<file path="src/hw/rtl/mhs_pkg.sv">
// Shared types and constants for the Metropolis-Hastings sampler.
// Holds the sequencer state type, register indexes, mixture constants and the 2^(-k/16) table.
// No dependencies.
package mhs_pkg;

  typedef enum logic [11:0] {
    S_IDLE   = 12'b000000000001,
    S_STEP   = 12'b000000000010,
    S_PROP   = 12'b000000000100,
    S_SQ     = 12'b000000001000,
    S_DIVI   = 12'b000000010000,
    S_LOG    = 12'b000000100000,
    S_EXP    = 12'b000001000000,
    S_INTERP = 12'b000010000000,
    S_ACCMUL = 12'b000100000000,
    S_DECIDE = 12'b001000000000,
    S_HREAD  = 12'b010000000000,
    S_HWRITE = 12'b100000000000
  } state_e;

  localparam logic [1:0] REG_START = 2'd0;
  localparam logic [1:0] REG_SCALE = 2'd1;

  localparam logic [15:0] START_RESET = 16'd1792;
  localparam logic [15:0] SCALE_RESET = 16'd768;

  localparam logic [16:0] MEAN_A = -17'sd1280;
  localparam logic [16:0] MEAN_B = -17'sd3840;
  localparam logic [5:0]  TVAR_A = 6'd50;
  localparam logic [5:0]  TVAR_B = 6'd18;
  // ceil(2^30 / sigma^2), applied to half the square.
  localparam logic [26:0] RECIP_A = 27'd42949673;
  localparam logic [26:0] RECIP_B = 27'd119304648;
  localparam logic [17:0] LOG2E_Q16 = 18'd94548;

  function automatic logic [16:0] pow2_tab(input logic [4:0] k);
    logic [16:0] v;
    case (k)
      5'd0:    v = 17'd65536;
      5'd1:    v = 17'd62758;
      5'd2:    v = 17'd60097;
      5'd3:    v = 17'd57549;
      5'd4:    v = 17'd55109;
      5'd5:    v = 17'd52773;
      5'd6:    v = 17'd50535;
      5'd7:    v = 17'd48393;
      5'd8:    v = 17'd46341;
      5'd9:    v = 17'd44376;
      5'd10:   v = 17'd42495;
      5'd11:   v = 17'd40693;
      5'd12:   v = 17'd38968;
      5'd13:   v = 17'd37316;
      5'd14:   v = 17'd35734;
      5'd15:   v = 17'd34219;
      5'd16:   v = 17'd32768;
      default: v = 17'd32768;
    endcase
    return v;
  endfunction

endpackage

</file>
<file path="src/hw/rtl/mhs_ram.sv">
// Generic single-write, single-read RAM with registered read data.
// No dependencies.
module mhs_ram #(
  parameter int WIDTH = 20,
  parameter int DEPTH = 64
) (
  input  logic                     clk_i,
  input  logic                     we_i,
  input  logic [$clog2(DEPTH)-1:0] waddr_i,
  input  logic [WIDTH-1:0]         wdata_i,
  input  logic [$clog2(DEPTH)-1:0] raddr_i,
  output logic [WIDTH-1:0]         rdata_o
);

  logic [WIDTH-1:0] mem [DEPTH];

  always_ff @(posedge clk_i) begin
    if (we_i) begin
      mem[waddr_i] <= wdata_i;
    end
    rdata_o <= mem[raddr_i];
  end

endmodule

</file>
<file path="src/hw/rtl/metropolis_hastings_sampler_unit.sv">
// Metropolis-Hastings random-walk sampler with a histogram of visited positions.
// Depends on mhs_pkg and mhs_ram.
//
// Channel | Direction | Handshake                 | Payload
// in      | input     | in_valid_i / in_stall_o   | normal_draw_i, uniform_draw_i
// out     | output    | out_valid_o / out_stall_i | new_position_o, accepted_o, bin_index_o,
//         |           |                           | bin_count_o
// cfg     | input     | cfg_valid_i / cfg_ready_o | cfg_index_i, cfg_data_i
//
// A request passes the accepting cycle, S_STEP and S_PROP for the proposal, S_SQ to S_INTERP per
// mixture term on the shared multiplier, then S_ACCMUL to S_HWRITE for decision and histogram.
// A term ends in S_DIVI when its square alone rounds it to zero, in S_EXP when the exponent is
// past 16 and in S_INTERP otherwise. After reset and after a start_position write the start
// density is evaluated before a request is taken. The histogram valid bits clear at reset.
// A finished result waits in the output register; the next one stalls only on a full register.
module metropolis_hastings_sampler_unit #(
  parameter int HIST_BINS  = 64,
  parameter int COUNT_BITS = 20
) (
  input  logic        clk_i,
  input  logic        rst_ni,
  input  logic        in_valid_i,
  output logic        in_stall_o,
  input  logic [15:0] normal_draw_i,
  input  logic [15:0] uniform_draw_i,
  output logic        out_valid_o,
  input  logic        out_stall_i,
  output logic [15:0] new_position_o,
  output logic        accepted_o,
  output logic [7:0]  bin_index_o,
  output logic [19:0] bin_count_o,
  input  logic        cfg_valid_i,
  output logic        cfg_ready_o,
  input  logic [1:0]  cfg_index_i,
  input  logic [15:0] cfg_data_i
);

  localparam int IDX_W = $clog2(HIST_BINS);
  localparam logic [10:0] HALF_BINS = 11'(HIST_BINS / 2);
  localparam logic [10:0] LAST_BIN = 11'(HIST_BINS - 1);
  localparam logic [COUNT_BITS-1:0] CNT_MAX = {COUNT_BITS{1'b1}};

  mhs_pkg::state_e state_q, state_d;

  logic [15:0] scale_q;
  logic [15:0] pos_q;
  logic [15:0] x_q;
  logic [17:0] cd_q;
  logic [17:0] dens_q;
  logic        comp_q;
  logic        load_q;
  logic [15:0] nd_q;
  logic [15:0] u_q;
  logic [51:0] p_q;
  logic [15:0] f_q;
  logic [4:0]  n_q;
  logic        acc_q;
  logic [HIST_BINS-1:0] valid_q;
  logic        out_valid_q;
  logic [15:0] out_pos_q;
  logic        out_acc_q;
  logic [7:0]  out_bin_q;
  logic [19:0] out_cnt_q;

  // Shared multiplier operands.
  logic [26:0] mul_a;
  logic [24:0] mul_b;

  logic        cfg_we;
  logic        in_acc;
  logic [16:0] mean;
  logic [5:0]  tvar;
  logic [16:0] pos_diff;
  logic [16:0] adist;
  logic [16:0] nd_abs;
  logic [32:0] sprod;
  logic [21:0] prop;
  logic [15:0] prop_sat;
  logic [20:0] yv;
  logic [3:0]  kf;
  logic [16:0] tab_k;
  logic [16:0] tab_k1;
  logic [16:0] interp;
  logic        term_done;
  logic [16:0] term_val;
  logic [17:0] dens_next;
  logic        accept_prop;
  logic [16:0] pos_mag;
  logic [8:0]  rnd_mag;
  logic [10:0] rnd_s;
  logic [10:0] bin_s;
  logic [IDX_W-1:0] bin_idx;
  logic [COUNT_BITS-1:0] rdata;
  logic [COUNT_BITS-1:0] cnt_old;
  logic [COUNT_BITS-1:0] cnt_new;
  logic [31:0] cnt_ext;
  logic        hist_we;
  logic        out_busy;

  // A configuration write takes priority over a request in the same cycle.
  assign in_stall_o  = (state_q != mhs_pkg::S_IDLE) || cfg_we;
  assign cfg_ready_o = (state_q == mhs_pkg::S_IDLE) && !out_valid_q;
  assign cfg_we      = cfg_valid_i && cfg_ready_o;
  assign in_acc      = in_valid_i && !in_stall_o;
  assign out_busy    = out_valid_q && out_stall_i;

  assign mean     = comp_q ? mhs_pkg::MEAN_B : mhs_pkg::MEAN_A;
  assign tvar     = comp_q ? mhs_pkg::TVAR_B : mhs_pkg::TVAR_A;
  assign pos_diff = {x_q[15], x_q} - mean;
  assign adist    = pos_diff[16] ? (17'd0 - pos_diff) : pos_diff;
  assign nd_abs   = nd_q[15] ? (17'd0 - {nd_q[15], nd_q}) : {1'b0, nd_q};

  // Proposal step: floor(scale * normal / 4096), then a saturating add.
  assign sprod = nd_q[15] ? (33'd0 - {1'b0, p_q[31:0]}) : {1'b0, p_q[31:0]};
  assign prop  = {{6{pos_q[15]}}, pos_q} + {sprod[32], sprod[32:12]};
  always_comb begin
    if (!prop[21] && (prop[20:15] != 6'd0)) begin
      prop_sat = 16'h7fff;
    end else if (prop[21] && (prop[20:15] != 6'h3f)) begin
      prop_sat = 16'h8000;
    end else begin
      prop_sat = prop[15:0];
    end
  end

  assign yv     = p_q[36:16];
  assign kf     = (state_q == mhs_pkg::S_EXP) ? yv[15:12] : f_q[15:12];
  assign tab_k  = mhs_pkg::pow2_tab({1'b0, kf});
  assign tab_k1 = mhs_pkg::pow2_tab(5'({1'b0, kf}) + 5'd1);
  assign interp = tab_k - {5'd0, p_q[23:12]};

  always_comb begin
    term_done = 1'b0;
    term_val  = 17'd0;
    case (state_q)
      mhs_pkg::S_DIVI: begin
        term_done = (p_q[30:20] >= {5'd0, tvar});
      end
      mhs_pkg::S_EXP: begin
        term_done = (yv[20:16] > 5'd16);
      end
      mhs_pkg::S_INTERP: begin
        term_done = 1'b1;
        term_val  = interp >> n_q;
      end
      default: begin
        term_done = 1'b0;
      end
    endcase
  end
  assign dens_next = dens_q + {1'b0, term_val};

  // Division by 2*sigma^2: the halved square times ceil(2^30 / sigma^2), taken from bit 30.
  // Below the early exit the halved square is under 2^25, where this quotient is exact.
  always_comb begin
    case (state_q)
      mhs_pkg::S_STEP: begin
        mul_a = {11'd0, scale_q};
        mul_b = {8'd0, nd_abs};
      end
      mhs_pkg::S_SQ: begin
        mul_a = {10'd0, adist};
        mul_b = {8'd0, adist};
      end
      mhs_pkg::S_DIVI: begin
        mul_a = comp_q ? mhs_pkg::RECIP_B : mhs_pkg::RECIP_A;
        mul_b = p_q[25:1];
      end
      mhs_pkg::S_LOG: begin
        mul_a = {7'd0, p_q[49:30]};
        mul_b = {7'd0, mhs_pkg::LOG2E_Q16};
      end
      mhs_pkg::S_EXP: begin
        mul_a = {10'd0, tab_k - tab_k1};
        mul_b = {13'd0, yv[11:0]};
      end
      mhs_pkg::S_ACCMUL: begin
        mul_a = {11'd0, u_q};
        mul_b = {7'd0, cd_q};
      end
      default: begin
        mul_a = 27'd0;
        mul_b = 25'd0;
      end
    endcase
  end

  assign accept_prop = ({dens_q, 16'd0} >= p_q[33:0]);

  // Histogram bin of the rounded position, halves away from zero.
  assign pos_mag = pos_q[15] ? (17'd0 - {1'b1, pos_q}) : {1'b0, pos_q};
  assign rnd_mag = 9'((pos_mag + 17'd128) >> 8);
  assign rnd_s   = pos_q[15] ? (11'd0 - {2'd0, rnd_mag}) : {2'd0, rnd_mag};
  assign bin_s   = rnd_s + HALF_BINS;
  always_comb begin
    if (bin_s[10]) begin
      bin_idx = '0;
    end else if (bin_s > LAST_BIN) begin
      bin_idx = LAST_BIN[IDX_W-1:0];
    end else begin
      bin_idx = bin_s[IDX_W-1:0];
    end
  end

  assign cnt_old = valid_q[bin_idx] ? rdata : '0;
  assign cnt_new = (cnt_old == CNT_MAX) ? cnt_old : cnt_old + 1'b1;
  assign cnt_ext = 32'(cnt_new);
  assign hist_we = (state_q == mhs_pkg::S_HWRITE) && !out_busy;

  mhs_ram #(
    .WIDTH(COUNT_BITS),
    .DEPTH(HIST_BINS)
  ) u_hist (
    .clk_i  (clk_i),
    .we_i   (hist_we),
    .waddr_i(bin_idx),
    .wdata_i(cnt_new),
    .raddr_i(bin_idx),
    .rdata_o(rdata)
  );

  always_comb begin
    state_d = state_q;
    case (state_q)
      mhs_pkg::S_IDLE: begin
        if (cfg_we && (cfg_index_i == mhs_pkg::REG_START)) begin
          state_d = mhs_pkg::S_SQ;
        end else if (in_acc) begin
          state_d = mhs_pkg::S_STEP;
        end
      end
      mhs_pkg::S_STEP:   state_d = mhs_pkg::S_PROP;
      mhs_pkg::S_PROP:   state_d = mhs_pkg::S_SQ;
      mhs_pkg::S_SQ:     state_d = mhs_pkg::S_DIVI;
      mhs_pkg::S_DIVI:   state_d = mhs_pkg::S_LOG;
      mhs_pkg::S_LOG:    state_d = mhs_pkg::S_EXP;
      mhs_pkg::S_EXP:    state_d = mhs_pkg::S_INTERP;
      mhs_pkg::S_INTERP: state_d = mhs_pkg::S_INTERP;
      mhs_pkg::S_ACCMUL: state_d = mhs_pkg::S_DECIDE;
      mhs_pkg::S_DECIDE: state_d = mhs_pkg::S_HREAD;
      mhs_pkg::S_HREAD:  state_d = mhs_pkg::S_HWRITE;
      mhs_pkg::S_HWRITE: begin
        if (!out_busy) begin
          state_d = mhs_pkg::S_IDLE;
        end
      end
      default:           state_d = mhs_pkg::S_IDLE;
    endcase
    // A finished mixture term moves on to the next term or ends the evaluation.
    if (term_done) begin
      if (!comp_q) begin
        state_d = mhs_pkg::S_SQ;
      end else if (load_q) begin
        state_d = mhs_pkg::S_IDLE;
      end else begin
        state_d = mhs_pkg::S_ACCMUL;
      end
    end
  end

  always_ff @(posedge clk_i or negedge rst_ni) begin
    if (!rst_ni) begin
      state_q     <= mhs_pkg::S_SQ;
      scale_q     <= mhs_pkg::SCALE_RESET;
      pos_q       <= mhs_pkg::START_RESET;
      x_q         <= mhs_pkg::START_RESET;
      cd_q        <= '0;
      dens_q      <= '0;
      comp_q      <= 1'b0;
      load_q      <= 1'b1;
      valid_q     <= '0;
      out_valid_q <= 1'b0;
    end else begin
      state_q <= state_d;
      if (cfg_we) begin
        if (cfg_index_i == mhs_pkg::REG_START) begin
          pos_q  <= cfg_data_i;
          x_q    <= cfg_data_i;
          dens_q <= '0;
          comp_q <= 1'b0;
          load_q <= 1'b1;
        end else if (cfg_index_i == mhs_pkg::REG_SCALE) begin
          scale_q <= cfg_data_i;
        end
      end
      if (state_q == mhs_pkg::S_PROP) begin
        x_q    <= prop_sat;
        dens_q <= '0;
        comp_q <= 1'b0;
        load_q <= 1'b0;
      end
      if (term_done) begin
        dens_q <= dens_next;
        comp_q <= !comp_q;
        if (comp_q && load_q) begin
          cd_q <= dens_next;
        end
      end
      if ((state_q == mhs_pkg::S_DECIDE) && accept_prop) begin
        pos_q <= x_q;
        cd_q  <= dens_q;
      end
      if (hist_we) begin
        valid_q[bin_idx] <= 1'b1;
        out_valid_q      <= 1'b1;
      end else if (out_valid_q && !out_stall_i) begin
        out_valid_q <= 1'b0;
      end
    end
  end

  always_ff @(posedge clk_i) begin
    p_q <= mul_a * mul_b;
    if (in_acc) begin
      nd_q <= normal_draw_i;
      u_q  <= uniform_draw_i;
    end
    if (state_q == mhs_pkg::S_EXP) begin
      f_q <= yv[15:0];
      n_q <= yv[20:16];
    end
    if (state_q == mhs_pkg::S_DECIDE) begin
      acc_q <= accept_prop;
    end
    if (hist_we) begin
      out_pos_q <= pos_q;
      out_acc_q <= acc_q;
      out_bin_q <= 8'(bin_idx);
      out_cnt_q <= cnt_ext[19:0];
    end
  end

  assign out_valid_o    = out_valid_q;
  assign new_position_o = out_pos_q;
  assign accepted_o     = out_acc_q;
  assign bin_index_o    = out_bin_q;
  assign bin_count_o    = out_cnt_q;

endmodule

</file>
<file path="config.mk">
export PLATFORM = sky130hd
export DESIGN_NAME = metropolis_hastings_sampler_unit
export DESIGN_NICKNAME = d
export VERILOG_FILES = /design/src/hw/rtl/mhs_pkg.sv /design/src/hw/rtl/mhs_ram.sv /design/src/hw/rtl/metropolis_hastings_sampler_unit.sv
export SDC_FILE = /design/constraint.sdc
export NUM_CORES = 2
export LEC_CHECK = 0
export BUFFER_PORTS_ARGS = -buffer_cell sky130_fd_sc_hd__buf_2
export CELL_PAD_IN_SITES_DETAIL_PLACEMENT = 0
export CELL_PAD_IN_SITES_GLOBAL_PLACEMENT = 1
export CORE_MARGIN = 2
export CORE_UTILIZATION = 25
export DETAILED_ROUTE_END_ITERATION = 7
export PLACE_DENSITY_LB_ADDON = 0.15
export SYNTH_ARGS = -nofsm -noshare
export SYNTH_HDL_FRONTEND = slang
export SYNTH_HIERARCHICAL = 1
export SYNTH_SLANG_ARGS = --single-unit
</file>
<file path="constraint.sdc">
create_clock -name clk_i -period 15.9 [get_ports clk_i]
set_input_delay 3.18 -clock clk_i [delete_from_list [all_inputs] [get_ports clk_i]]
set_output_delay 3.18 -clock clk_i [all_outputs]
set_load 0.02 [all_outputs]
</file>
==> results.toml <==
[status]
outcome = "finished clean"

[route]
drt_iter0_markers = 4328
ant_nets = 0
first_pass_iters = 6
wl_per_cell_um = 25.9
detailroute.via_count = 54600
wl_um = 304000
post-route-drc-count = 0
vias_per_cell = 4.66

[setup_path]
cpMaxStageDelayCell = "or4_1"
worstPathArrival_ns = 15.84
worstSetupPathDepth = 55
cp-start-kind = "flop"
critical-path-top-delay-family = "compound AO/OA/AOI/OAI gates"
cpMostUsedCell = "fa_1"
regToRegSetupSlack_ns = 0.85
reg2reg_depth = 55
slowest_delay_ns = 0.60
cp-end-kind = "flop"
worstPathMaxFanout = 22
cp.required_ns = 16.69
worst-path-buf-inv = 9
criticalPathCategory = "flop to flop"

[sta]
slew_viol_final = 0
setup_violations = 0
tns_ns = 0
worstMarginPinSlew_ns = 1.28
finalHoldViolCount = 0
period_minus_slack_ns = 15.05
fmax_mhz = 66.4
rsz0062_at_grt = "false"
relSlewSlack_pct = 14.5
fin_skew_ns = 0.0598
period_share_pct = 94.7

[synthesis]
synth.top_cells.by_count = "1365 x edfxtp_1, 855 x inv_1, 528 x nand2_1, 527 x fa_1, 346 x nor2_1"
synth_edf_count = 1365
synth_top_cell_by_area = "edfxtp_1"
synth_flop_cell = "edfxtp_1"
yosysTopAreaCellShare_pct = 46.3
yosysMostFrequentCell = "edfxtp_1"
yosys_warnings = 6
postSynth.asyncResetShare_pct = 10.2
yosysSeqAreaShare_pct = 52.5
syn_inst = 6611
synth_area_per_cell_um2 = 13.4
synth.distinct_cells = 100
synth-seq-cells = 1598
synthTopCellsByArea = "edfxtp_1 46%, fa_1 12%, mux4_2 6.8%"
synthesis.area_mm2 = 0.0885

[cells_and_area]
final_cell_area_mm2 = 0.102
drive_gt1_share_pct = 15.0
area_growth_pct = 15.3
fin_cells = 11700
final_nets = 7726

[die]
ios = 103
fp.coreArea_mm2 = 0.352
die_h_um = 599
initial_core_util_pct = 25.1
dieArea_mm2 = 0.359
row_count = 218
die_x_um = 599

[place]
dpl.hpwl_um = 209000
place_area_mm2 = 0.0959
io_buffers = 100
gp_congestion = 0.806
dpl.cell_count = 11400

[clocking]
clk_pin_slew_ns = 0.06
cts_resized = 0
worstSkewPairLatency_ns = 0.89
hold_buffers = 0
postCtsSetupBuffers = 0
cts_tree = "done"
root_buffer = "clkbuf_16"
numClockSinks = 1598
clk_path_buf_depth = 4
h-tree-depth = 4
cts_made_buffers = 191

[min_path]
hold_path.class = "flop to flop"
holdPathStages = 1

[global_routing]
grt_usage_pct = 16.8
grt_pass1_vias = 56900
overflow = 0
grt_pass1_wl_um = 434000
antenna_found_initial = 20
grt_max_degree = 90

[flow_run]
drv_cap = 0
==> per-stage QoR <==
| step | hold slack (ns) | setup slack, ns | utilization [%] |
|---|---|---|---|
| 2_1_floorplan | 0.400 | 2.37 | - |
| 3_3_place_gp | 0.430 | 0.365 | 27.2 |
| 3_5_place_dp | 0.439 | 0.195 | 27.2 |
| 4_1_cts | 0.452 | 0.148 | 28.9 |
| 5_1_grt | 0.465 | 0.0310 | 28.9 |
| 6_report | 0.453 | 0.848 | 28.9 |
==> layout by cell type, fill, tap and decap left out, drive strengths merged, types with 153 or more instances in the layout <==
| cell type | n |
|---|---|
| edfxtp | 1365 |
| inv | 867 |
| nand2 | 529 |
| fa | 527 |
| nor2 | 346 |
| ha | 318 |
| buf | 292 |
| mux4 | 266 |
| clkbuf | 244 |
| mux2i | 219 |
| o21ai | 164 |
| dfrtp | 153 |
==> worst paths after layout <==
kind,endpoint,from
worst min-delay path,valid_q[6],valid_q[6]
worst max register to register,p_q[48],state_q[1]
worst max-delay path,p_q[48],state_q[1]
min in group asynchronous,x_q[6],rst_ni
max in group asynchronous,valid_q[36],rst_ni
worst min register to register,valid_q[6],valid_q[6]
==> registers in the layout (all words and copies together) (netlist names), 18 cells and up <==
name / cells
valid_q: 64
u_hist/rdata_o: 20
u_hist/mem: 1280
cd_q: 18
dens_q: 18
bin_count_o: 20
p_q: 50
==> logic make-up after synthesis <==
| logic type | count (synthesis) | synth area share, % |
|---|---|---|
| XOR/XNOR | 178 | 1.79 |
| adder cells (fa/ha/maj) | 845 | 16.4 |
| flip-flops | 1598 | 52.5 |
| AND/OR/NAND/NOR | 1385 | 7.29 |
| multiplexers | 515 | 9.63 |
| buffers and inverters | 1167 | 5.20 |
| AO/OA/AOI/OAI | 921 | 7.12 |
| other | 2 | 0.00849 |
==> cell type report <==
class	instances	area [um2]
inverters	862	3240
multi-input cells	3881	38300
well taps	4730	5920
fillers	36000	250000
clock buffers	244	5110
diodes	8	20.0
repair buffers	292	2000
clock inverters	99	940
flip-flops and latches	1598	46500
==> worst reg2reg max path, delay by kind of cell, from the launching register on <==
family	cells	cell delay, ns
muxes	1	0.31
and+or+nand+nor	7	2.01
DFF	1	0.43
AOI/OAI and AO/OA	24	5.44
buffers and inverters	9	1.41
adders and majority gates	12	5.15
xor gates and xnor gates	2	0.23
==> metal layers <==
layer / up-vias / global-route usage [%] / routed length (um)
met5: - / 0 / 0
met4: 0 / 3.81 / 6700
met3: 300 / 1.56 / 11300
met2: 1108 / 27.1 / 141000
met1: 29200 / 24.5 / 145000
li1: 24000 / - / -
Power is not shown: default switching activity piles up to over one toggle a cycle in this logic, so the estimate is an artifact.
